**config.mk**
```make
export PLATFORM = sky130hd
export DESIGN_NAME = multichannel_range_averager_framer
export DESIGN_NICKNAME = d
export VERILOG_FILES = /design/src/sv/mraf_pkg.sv /design/src/sv/mraf_ctrl.sv /design/src/sv/mraf_datapath.sv /design/src/sv/multichannel_range_averager_framer.sv
export SDC_FILE = /design/constraint.sdc
export NUM_CORES = 1
export LEC_CHECK = 0
export BUFFER_PORTS_ARGS = -buffer_cell sky130_fd_sc_hd__buf_2
export CORE_ASPECT_RATIO = 2
export CORE_MARGIN = 3
export CORE_UTILIZATION = 50
export CTS_BUF_LIST = sky130_fd_sc_hd__clkbuf_4 sky130_fd_sc_hd__clkbuf_8
export DETAILED_ROUTE_END_ITERATION = 6
export GPL_TIMING_DRIVEN = 0
export PLACE_DENSITY = 0.73
export SYNTH_ARGS = -nofsm -noshare
export SYNTH_HDL_FRONTEND = slang
export SYNTH_SLANG_ARGS = --single-unit
```
**constraint.sdc**
```tcl
create_clock -name clk -period 8.3 [get_ports clk]
set_input_delay 1.66 -clock clk [delete_from_list [all_inputs] [get_ports clk]]
set_output_delay 1.66 -clock clk [all_outputs]
set_load 0.02 [all_outputs]
```
**src/sv/mraf_pkg.sv**
```systemverilog
// Package for the multichannel range averager and framer.
// Holds sizes, frame constants, the reciprocal for the window divide and the
// command and status structs shared by the controller and the datapath.
`timescale 1ns / 1ps

package mraf_pkg;

  // Block configuration.
  localparam int NUM_CHANNELS = 8;
  localparam int WINDOW       = 3;

  // Field widths of the stream words.
  localparam int CHAN_W = 3;
  localparam int DIST_W = 16;
  localparam int BYTE_W = 8;
  localparam int IN_TDATA_W = ((CHAN_W + DIST_W + 7) / 8) * 8;

  // Derived index widths.
  localparam int CH_IDX_W   = (NUM_CHANNELS > 1) ? $clog2(NUM_CHANNELS) : 1;
  localparam int SLOT_W     = (WINDOW > 1) ? $clog2(WINDOW) : 1;
  localparam int FRAME_LEN  = 2 + 2 * NUM_CHANNELS;
  localparam int BYTE_IDX_W = $clog2(FRAME_LEN);

  // Sum of one ring and its divide by WINDOW through a rounded-up reciprocal.
  // With the shift set to the sum width plus ceil(log2(WINDOW)) the product
  // gives the exact floor for every sum the ring can produce.
  localparam int SUM_W   = DIST_W + $clog2(WINDOW);
  localparam int DIV_SH  = SUM_W + $clog2(WINDOW);
  localparam int RECIP_W = DIV_SH + 1;
  localparam int PROD_W  = SUM_W + RECIP_W;
  localparam longint unsigned RECIP_L =
    ((64'd1 << DIV_SH) + 64'(WINDOW) - 64'd1) / 64'(WINDOW);
  localparam logic [RECIP_W-1:0] RECIP = RECIP_W'(RECIP_L);

  // Reading code and frame bytes.
  localparam logic [DIST_W-1:0] INVALID_READING = 16'hFFFF;
  localparam logic [BYTE_W-1:0] SYNC_FIRST      = 8'hAA;
  localparam logic [BYTE_W-1:0] SYNC_SECOND     = 8'h55;

  localparam logic [BYTE_IDX_W-1:0] IDX_SYNC_FIRST  = BYTE_IDX_W'(0);
  localparam logic [BYTE_IDX_W-1:0] IDX_SYNC_SECOND = BYTE_IDX_W'(1);
  localparam logic [BYTE_IDX_W-1:0] IDX_AVG_BASE    = BYTE_IDX_W'(2);
  localparam logic [BYTE_IDX_W-1:0] IDX_LAST        = BYTE_IDX_W'(FRAME_LEN - 1);

  // One channel's ring of samples.
  typedef logic [WINDOW-1:0][DIST_W-1:0] hist_row_t;

  // Commands from the controller to the datapath.
  typedef struct packed {
    logic                  capture;   // take the input word into the item register
    logic                  update;    // write the ring and slot, register the ring sum
    logic                  divide;    // write the channel average
    logic                  load_out;  // load the output register with a frame byte
    logic [BYTE_IDX_W-1:0] byte_idx;  // which frame byte to load
  } mraf_cmd_t;

  // Status from the datapath to the controller.
  typedef struct packed {
    logic in_range;  // held channel names an existing channel
    logic is_last;   // held channel is the last channel
    logic out_free;  // output register can take a byte this cycle
  } mraf_stat_t;

endpackage

```
**src/sv/mraf_ctrl.sv**
```systemverilog
// Controller for the multichannel range averager and framer.
// Steps items through capture, ring update and divide, and after the last
// channel paces the frame into the output register. Depends on mraf_pkg.
`timescale 1ns / 1ps

module mraf_ctrl (
  input  logic                 clk,
  input  logic                 rst_n,
  input  logic                 in_tvalid,
  output logic                 in_tready,
  input  mraf_pkg::mraf_stat_t stat,
  output mraf_pkg::mraf_cmd_t  cmd
);

  typedef enum logic [1:0] {
    ST_IDLE,
    ST_UPDATE,
    ST_DIVIDE,
    ST_FRAME
  } state_t;

  localparam logic [mraf_pkg::BYTE_IDX_W-1:0] BYTE_IDX_ONE = mraf_pkg::BYTE_IDX_W'(1);

  state_t                          state_r, state_nxt;
  logic [mraf_pkg::BYTE_IDX_W-1:0] byte_idx_r, byte_idx_nxt;

  assign in_tready = (state_r == ST_IDLE);

  // Next state, byte counter and commands.
  always_comb begin
    state_nxt    = state_r;
    byte_idx_nxt = byte_idx_r;
    cmd          = '0;
    cmd.byte_idx = byte_idx_r;
    case (state_r)
      ST_IDLE: begin
        if (in_tvalid) begin
          cmd.capture = 1'b1;
          state_nxt   = ST_UPDATE;
        end
      end
      ST_UPDATE: begin
        // A channel beyond the configured count leaves no trace.
        if (stat.in_range) begin
          cmd.update = 1'b1;
          state_nxt  = ST_DIVIDE;
        end else begin
          state_nxt = ST_IDLE;
        end
      end
      ST_DIVIDE: begin
        cmd.divide   = 1'b1;
        byte_idx_nxt = '0;
        state_nxt    = stat.is_last ? ST_FRAME : ST_IDLE;
      end
      ST_FRAME: begin
        if (stat.out_free) begin
          cmd.load_out = 1'b1;
          if (byte_idx_r == mraf_pkg::IDX_LAST) begin
            byte_idx_nxt = '0;
            state_nxt    = ST_IDLE;
          end else begin
            byte_idx_nxt = byte_idx_r + BYTE_IDX_ONE;
          end
        end
      end
      default: begin
        state_nxt = ST_IDLE;
      end
    endcase
  end

  // State register and byte counter.
  always_ff @(posedge clk) begin
    if (!rst_n) begin
      state_r    <= ST_IDLE;
      byte_idx_r <= '0;
    end else begin
      state_r    <= state_nxt;
      byte_idx_r <= byte_idx_nxt;
    end
  end

endmodule

```
**src/sv/mraf_datapath.sv**
```systemverilog
// Datapath for the multichannel range averager and framer.
// Holds the sample rings, write slots, averages, the sum and divide stages
// and the output word register. Depends on mraf_pkg.
`timescale 1ns / 1ps

module mraf_datapath (
  input  logic                              clk,
  input  logic                              rst_n,
  input  logic [mraf_pkg::IN_TDATA_W-1:0]   in_tdata,
  input  logic                              out_tready,
  output logic                              out_tvalid,
  output logic [mraf_pkg::BYTE_W-1:0]       out_tdata,
  output logic                              out_tlast,
  input  mraf_pkg::mraf_cmd_t               cmd,
  output mraf_pkg::mraf_stat_t              stat
);

  // Held input item.
  logic [mraf_pkg::CHAN_W-1:0] chan_r;
  logic [mraf_pkg::DIST_W-1:0] dist_r;

  // Channel state.
  mraf_pkg::hist_row_t           hist_r [mraf_pkg::NUM_CHANNELS];
  logic [mraf_pkg::SLOT_W-1:0]   slot_r [mraf_pkg::NUM_CHANNELS];
  logic [mraf_pkg::DIST_W-1:0]   avg_r  [mraf_pkg::NUM_CHANNELS];

  // Sum stage and output register.
  logic [mraf_pkg::SUM_W-1:0]  sum_r;
  logic                        out_valid_r;
  logic [mraf_pkg::BYTE_W-1:0] out_byte_r;
  logic                        out_last_r;

  logic [mraf_pkg::CH_IDX_W-1:0] ch_idx;
  logic                          dist_ok;
  logic [mraf_pkg::SLOT_W-1:0]   cur_slot;
  logic [mraf_pkg::SLOT_W-1:0]   slot_nxt;
  mraf_pkg::hist_row_t           row_nxt;
  logic [mraf_pkg::SUM_W-1:0]    sum_nxt;
  logic [mraf_pkg::PROD_W-1:0]   prod;
  logic [mraf_pkg::DIST_W-1:0]   avg_nxt;
  logic [mraf_pkg::BYTE_IDX_W-1:0] avg_off;
  logic [mraf_pkg::CH_IDX_W-1:0] frm_ch;
  logic [mraf_pkg::DIST_W-1:0]   frm_avg;
  logic [mraf_pkg::BYTE_W-1:0]   byte_nxt;

  // Channel range checks on the held item.
  assign ch_idx        = mraf_pkg::CH_IDX_W'(chan_r);
  assign stat.in_range = (32'(chan_r) < 32'(mraf_pkg::NUM_CHANNELS));
  assign stat.is_last  = (32'(chan_r) == 32'(mraf_pkg::NUM_CHANNELS - 1));
  assign stat.out_free = !out_valid_r || out_tready;

  // Ring write and slot advance for the held reading.
  always_comb begin
    dist_ok  = (dist_r != mraf_pkg::INVALID_READING);
    cur_slot = slot_r[ch_idx];
    if (32'(cur_slot) >= 32'(mraf_pkg::WINDOW)) begin
      cur_slot = '0;
    end
    if (32'(cur_slot) + 1 >= 32'(mraf_pkg::WINDOW)) begin
      slot_nxt = '0;
    end else begin
      slot_nxt = cur_slot + mraf_pkg::SLOT_W'(1);
    end
    row_nxt = hist_r[ch_idx];
    if (dist_ok) begin
      row_nxt[cur_slot] = dist_r;
    end
  end

  // Sum over the updated ring.
  always_comb begin
    sum_nxt = '0;
    for (int i = 0; i < mraf_pkg::WINDOW; i++) begin
      sum_nxt = sum_nxt + mraf_pkg::SUM_W'(row_nxt[i]);
    end
  end

  // Divide by the window length through the reciprocal.
  assign prod    = mraf_pkg::PROD_W'(sum_r) * mraf_pkg::PROD_W'(mraf_pkg::RECIP);
  assign avg_nxt = prod[mraf_pkg::DIV_SH +: mraf_pkg::DIST_W];

  // Frame byte selection: two sync bytes, then each average high byte first.
  always_comb begin
    avg_off = cmd.byte_idx - mraf_pkg::IDX_AVG_BASE;
    frm_ch  = mraf_pkg::CH_IDX_W'(avg_off >> 1);
    frm_avg = avg_r[frm_ch];
    if (cmd.byte_idx == mraf_pkg::IDX_SYNC_FIRST) begin
      byte_nxt = mraf_pkg::SYNC_FIRST;
    end else if (cmd.byte_idx == mraf_pkg::IDX_SYNC_SECOND) begin
      byte_nxt = mraf_pkg::SYNC_SECOND;
    end else if (!avg_off[0]) begin
      byte_nxt = frm_avg[mraf_pkg::DIST_W-1 -: mraf_pkg::BYTE_W];
    end else begin
      byte_nxt = frm_avg[mraf_pkg::BYTE_W-1:0];
    end
  end

  // Item capture and sum register.
  always_ff @(posedge clk) begin
    if (cmd.capture) begin
      chan_r <= in_tdata[mraf_pkg::CHAN_W-1:0];
      dist_r <= in_tdata[mraf_pkg::CHAN_W +: mraf_pkg::DIST_W];
    end
    if (cmd.update) begin
      sum_r <= sum_nxt;
    end
  end

  // Rings, slots and averages, all zero after reset.
  always_ff @(posedge clk) begin
    if (!rst_n) begin
      for (int c = 0; c < mraf_pkg::NUM_CHANNELS; c++) begin
        hist_r[c] <= '0;
        slot_r[c] <= '0;
        avg_r[c]  <= '0;
      end
    end else begin
      if (cmd.update) begin
        hist_r[ch_idx] <= row_nxt;
        if (dist_ok) begin
          slot_r[ch_idx] <= slot_nxt;
        end
      end
      if (cmd.divide) begin
        avg_r[ch_idx] <= avg_nxt;
      end
    end
  end

  // Output word register.
  always_ff @(posedge clk) begin
    if (!rst_n) begin
      out_valid_r <= 1'b0;
    end else if (cmd.load_out) begin
      out_valid_r <= 1'b1;
    end else if (out_tready) begin
      out_valid_r <= 1'b0;
    end
  end

  always_ff @(posedge clk) begin
    if (cmd.load_out) begin
      out_byte_r <= byte_nxt;
      out_last_r <= (cmd.byte_idx == mraf_pkg::IDX_LAST);
    end
  end

  assign out_tvalid = out_valid_r;
  assign out_tdata  = out_byte_r;
  assign out_tlast  = out_last_r;

endmodule

```
**src/sv/multichannel_range_averager_framer.sv**
```systemverilog
// Top level of the multichannel range averager and framer.
// Joins the controller and the datapath. Depends on mraf_pkg, mraf_ctrl
// and mraf_datapath.
//
//   Channel  Direction  Word contents (tdata from bit 0 up)          Marker
//   in_      slave      channel[2:0], distance[18:3], zero pad to 24  -
//   out_     master     out_byte[7:0]                                 tlast = frame_last
//
// Each reading passes through capture, ring update with sum, and divide.
// A reading on the last channel then streams the frame at one word a cycle
// from the output register while the output does not stall.
// Reset is synchronous and clears rings, slots, averages and control state.
// A stall on the output holds the frame; the next reading is taken while the
// final frame word still waits in the output register.
`timescale 1ns / 1ps

module multichannel_range_averager_framer (
  input  logic                            clk,
  input  logic                            rst_n,
  input  logic                            in_tvalid,
  output logic                            in_tready,
  input  logic [mraf_pkg::IN_TDATA_W-1:0] in_tdata,    // channel, distance
  output logic                            out_tvalid,
  input  logic                            out_tready,
  output logic [mraf_pkg::BYTE_W-1:0]     out_tdata,   // out_byte
  output logic                            out_tlast
);

  mraf_pkg::mraf_cmd_t  cmd;
  mraf_pkg::mraf_stat_t stat;

  // Sequencer.
  mraf_ctrl u_ctrl (
    .clk       (clk),
    .rst_n     (rst_n),
    .in_tvalid (in_tvalid),
    .in_tready (in_tready),
    .stat      (stat),
    .cmd       (cmd)
  );

  // Storage, arithmetic and output register.
  mraf_datapath u_datapath (
    .clk        (clk),
    .rst_n      (rst_n),
    .in_tdata   (in_tdata),
    .out_tready (out_tready),
    .out_tvalid (out_tvalid),
    .out_tdata  (out_tdata),
    .out_tlast  (out_tlast),
    .cmd        (cmd),
    .stat       (stat)
  );

endmodule

```
* After elaboration in Yosys (flattened, before gate mapping)
Memory sizes are Yosys's and may differ from the RTL's. A register that Yosys moved wholly into a read port is not among the register bits.
Cells that the tools add are included.
W data, S select, Z words.
** Storage, ports and cells
- Memories kept :: 3
- Input port bits :: 28
- Flip-flop bits (word level) :: 54
- Bits in writable memories :: 528
- Logic and storage cells :: 90
** Memories
- u_datapath.hist_r :: words 8, bits a word 48, read ports 1, clocked after Yosys merged registers in 1, write ports 8, RTL line mraf_datapath.sv:23 : mraf_pkg::hist_row_t hist_r [mraf_pkg::NUM_CHANNELS];
- u_datapath.avg_r :: words 8, bits a word 16, read ports 1, clocked after Yosys merged registers in 0, write ports 8, RTL line mraf_datapath.sv:25 : logic [mraf_pkg::DIST_W-1:0] avg_r [mraf_pkg::NUM_CHANNELS];
- u_datapath.slot_r :: words 8, bits a word 2, read ports 1, clocked after Yosys merged registers in 1, write ports 8, RTL line mraf_datapath.sv:24 : logic [mraf_pkg::SLOT_W-1:0] slot_r [mraf_pkg::NUM_CHANNELS];
** Operators by class
- Muxes and demuxes :: 46
- Multipliers :: 1
- $lt $le $gt $ge :: 4
- Add/subtract/negate cells :: 6
- Equal/unequal tests :: 10
- Reduce and logical (&&, ||, !) cells :: 12
** Operators with widths (number)
- $mux W48 :: 2
- $bwmux W48 :: 1
- $reduce_or A48 Y1 :: 1
- $mul A18 B18 Y35 const B :: 1
- $demux W16 S2 :: 1
- $ge A32 B2 Y1 const B :: 1
- $mux W16 :: 2
- $mux W1 :: 22
- $add A18 B16 Y18 :: 1
- $add A16 B16 Y17 :: 1
- $mux W8 :: 2
- $ne A16 B16 Y1 const B :: 1
- $reduce_or A16 Y1 :: 1
- $mux W3 :: 5
- $mux W2 :: 7
- $mux W5 :: 2
- $pmux W5 S2 :: 1
- $pmux W2 S4 :: 1
- $add A5 B1 Y5 const B :: 1
- $eq A5 B1 Y1 const B :: 1
- $eq A5 B5 Y1 const B :: 1
- $logic_not A5 Y1 :: 1
- $eq A2 B2 Y1 const B :: 2
- $ne A2 B2 Y1 const B :: 2
- other kinds (17) :: 18

* Longest topological paths before layout
- Word-level depth :: 10
- Gate-level depth with buffers :: 29

* Hierarchy
Synthesis repeated with hierarchy kept, for this count alone.
** Unflattened totals
- Cell total of the unflattened synthesis :: 2518
- Area total of the unflattened synthesis :: 32432.4 um^2
** By module, submodules not included
- mraf_datapath :: area each 32009.4 um^2, instances 1, cells an instance 2469
- mraf_ctrl :: area each 422.9 um^2, instances 1, cells an instance 49

* Worst setup path before layout
No wires, ideal clock.
- Path kind :: register -> register
- From :: register with a tool-made name
- To :: register u_datapath.sum_r[15] (netlist bit) (data pin)
- Slack :: 2.270 ns
- Setup time :: 0.262 ns
- Buffers on the path :: 4
- Arrival time :: 5.768 ns
- Cell stages (with the launch flop) :: 29
- Period minus slack after synthesis :: 6.030 ns
- Data required time :: 8.038 ns
- Cell sequence :: dfxtp_1 -> buf_2 -> buf_4 -> buf_2 -> mux4_2 -> mux2i_1 -> inv_1 -> ha_1 -> nand2_1 -> buf_2 -> o21ai_2 -> inv_1 -> ha_1 -> fa_1 -> a21o_1 -> a21oi_1 -> nor2b_1 -> o31a_1 -> o21a_1 -> nor2_1 -> xnor2_1 -> ha_1 -> and3_1 -> nand3_1 -> or3_1 -> a31oi_1 -> o2111ai_1 -> nand2_1 -> a31oi_1
** RTL lines
- end signal: assignment :: RTL line mraf_datapath.sv:105 : sum_r <= sum_nxt;
- end: declaration :: RTL line mraf_datapath.sv:28 : logic [mraf_pkg::SUM_W-1:0] sum_r;

==> flow_summary.json <==
{
  "path_clk_slew_ns": 0.07,
  "drtPass1Iterations": 7,
  "slowest_delay_ns": 0.57,
  "synth-xor-area-share": 0.0117,
  "cp-endpoint": "u_datapath.sum_r[15]",
  "cts_hold_buf": 0,
  "ff2ff_setup_slack_ns": 0.43,
  "overflow": 0,
  "yosysWarnings": 0,
  "synth_fa_ha_area_frac": 0.140,
  "cts_tree": "built",
  "arrival_ns": 8.39,
  "yosys.area_share.simple": 0.0990,
  "grt_pass1_wl_mm": 139,
  "clock-skew-final_ns": 0.0446,
  "root_buffer": "clkbuf_8",
  "ys_types": 74,
  "tns_ns": 0,
  "post_drt_wl_per_cell_um": 25.9,
  "grt_max_degree": 49,
  "status": "finished, violations left",
  "cts_buffer_depth": 3,
  "finalSetupViolCount": 0,
  "drc": 2,
  "synth_flop_cell": "edfxtp_1",
  "io_buffers": 33,
  "drt_first_iter_violations": 1939,
  "finalHoldViolations": 0,
  "ys_seq_area_frac": 0.532,
  "worst_pin_slew_ns": 1.45,
  "synth_seq_cells": 585,
  "syn_area_um2": 32800,
  "nFillCells": 5271,
  "grt_util_met3": 0.0420,
  "rsz0062_at_grt": "no",
  "synthArstFlopShare": 0,
  "fp.dieW_um": 187,
  "vias": 21613,
  "critPathRequiredTime_ns": 8.82,
  "post-route-min-period_ns": 7.87,
  "worstHoldPathCells": 2,
  "crit_type": "flop to flop",
  "finalNetCount": 3018,
  "endpoint_kind": "flop",
  "syn_area_per_cell_um2": 12.8,
  "clkLatencyLatePin_ns": 0.72,
  "rr_endpoint": "u_datapath.sum_r[15]",
  "via_per_inst": 5.97,
  "grt_use_total": 0.274,
  "muxShareOfSynthArea": 0.114,
  "final_cell_mix": "574 x edfxtp_1, 520 x nor2_1, 295 x inv_1",
  "gr-usage-met1": 0.255,
  "totalWireLength_mm": 93.9,
  "syn_inst": 2568,
  "busiest_layer": "met2",
  "fin_crit_sh": 0.948,
  "layout_commonest_cell": "edfxtp_1",
  "synth_edf_count": 574,
  "syn-num-nets": 2899,
  "cts_buffers": 83,
  "grt_pass1_vias": 23047,
  "drtAntennaViolNets": 0,
  "areaGrowthSynthToFinish_pct": 8.82,
  "start_util": 0.506,
  "dp_hpwl_mm": 68.2,
  "cts_setup_buffers": 0,
  "pin_count": 39,
  "cts_resized": 0,
  "maxSlewViolCount": 0,
  "rows": 132,
  "relSlewSlack": 0.0239,
  "core_um2": 64900,
  "drive_above_1_share": 0.147,
  "met2_usage": 0.506,
  "worst-path-max-fanout": 10,
  "synth_top_family_by_area": "adder cells",
  "failed_checks": "DRC",
  "cts_max_level": 3,
  "design.die.area_um2": 68900,
  "synth_compound_area_frac": 0.0547,
  "r2r_cells": 28,
  "hp-class": "flop to flop",
  "max_freq_mhz": 127,
  "cp-start-kind": "flop",
  "cap_violations": 0,
  "die_y_um": 368,
  "gp_congestion": 0.946,
  "crit_slowest_cell": "mux4_2",
  "antenna_found_initial": 1,
  "numClockSinks": 585
}
==> cells in the mapped netlist (all sizes together) (2+ instances only) <==
library cell,instances,area share
nor2b,11,0.0021
nor4b,2,0.00053
a21oi,79,0.012
nor3b,16,0.0037
mux2,4,0.0014
dfxtp,11,0.0067
a311o,6,0.0021
a211oi,8,0.0020
nor3,32,0.0050
o31ai,4,0.0015
inv,295,0.034
edfxtp,574,0.53
o21a,16,0.0037
nand3,18,0.0027
a211o,6,0.0016
o21ai,73,0.017
and3,15,0.0029
o211ai,5,0.0013
or3,2,0.00038
a221oi,3,0.0013
o21bai,7,0.0016
nand4,10,0.0021
xor2,16,0.0043
clkbuf,79,0.0091
nor4,3,0.00057
ha,194,0.074
nor2,525,0.060
or2,3,0.00057
a31oi,8,0.0015
mux4,140,0.096
a21o,23,0.0053
o311a,2,0.00061
o31a,2,0.00053
and2,9,0.0017
nand2,117,0.013
mux2i,52,0.016
nand2b,7,0.0013
xnor2,27,0.0074
fa,109,0.066
and4,2,0.00053
buf,39,0.0060
==> registers in the layout, summed over array words and instances (netlist names), named ones only <==
name,count
u_ctrl.byte_idx_r,5
u_datapath.dist_r,16
u_datapath.hist_r,384
u_datapath.sum_r,18
u_datapath.ch_idx,3
u_ctrl.state_r,2
u_datapath.out_tdata,8
u_datapath.out_tlast,1
u_datapath.avg_r,128
u_datapath.slot_r,16
u_datapath.out_tvalid,1
==> per-layer routing <==
metal,wire length (µm),vias to the layer above
met2,50500,1113
met3,5610,412
met5,0,-
li1,-,9340
met1,27800,10748
met4,9960,0
==> worst min-delay path by stage <==
stage	slack, ns	endpoint	startpoint
finish	0.59	u_ctrl.state_r[1]	u_ctrl.state_r[0]
global route	0.62	u_ctrl.byte_idx_r[4]	u_ctrl.byte_idx_r[4]
CTS	0.59	u_ctrl.state_r[1]	u_ctrl.state_r[0]
detailed placement	0.57	u_ctrl.state_r[1]	u_ctrl.state_r[0]
global placement	0.56	u_ctrl.byte_idx_r[4]	u_ctrl.byte_idx_r[4]
floorplan	0.53	u_datapath.out_tvalid	u_ctrl.state_r[0]
==> per-stage QoR <==
step / utilization / hold slack (ns) / std cells / cell area, µm² / worst slack (ns)
floorplan: - / 0.528 / 2568 / 32800 / 2.27
global placement: 0.525 / 0.561 / 3472 / 34100 / 0.577
detailed placement: 0.526 / 0.575 / 3473 / 34200 / 0.418
CTS: 0.550 / 0.587 / 3622 / 35700 / 0.371
global route: 0.550 / 0.621 / 3623 / 35700 / 0.0261
finish: 0.550 / 0.593 / 3623 / 35700 / 0.429
==> critical path: cells and delay by family, from the launching register on <==
| family | cells | cell delay (ns) |
|---|---|---|
| muxes | 2 | 0.83 |
| DFF | 1 | 0.31 |
| xor gates and xnor gates | 1 | 0.14 |
| adders and majority gates | 4 | 1.33 |
| buffers and inverters | 6 | 1.76 |
| AOI/OAI and AO/OA | 9 | 2.14 |
| and+or+nand+nor | 6 | 1.15 |
==> kinds of logic (layout without fill, tap and decap cells) <==
| logic type | count (synthesis) | after routing |
|---|---|---|
| compound gates | 252 | 252 |
| xor+xnor | 43 | 43 |
| fa+ha+maj | 303 | 303 |
| buf+inv | 413 | 596 |
| flops | 585 | 585 |
| mux | 196 | 196 |
| other cells | 0 | 1 |
| simple gates | 776 | 776 |
==> final cells by class <==
type,count,area [µm²],area share
clock inverters,50,289,0.00809
diodes,1,2.50,0.0000701
multi-input cells,1570,13800,0.387
flip-flops and latches,585,17500,0.489
inverters,295,1110,0.0310
well taps,871,1090,0.0305
plain buffers,118,497,0.0139
repair buffers,34,180,0.00504
clock buffers,99,1270,0.0355
Power is left out: the tool's default activity adds up to more than one toggle a clock period on the data nets, which glitch-free logic cannot reach.
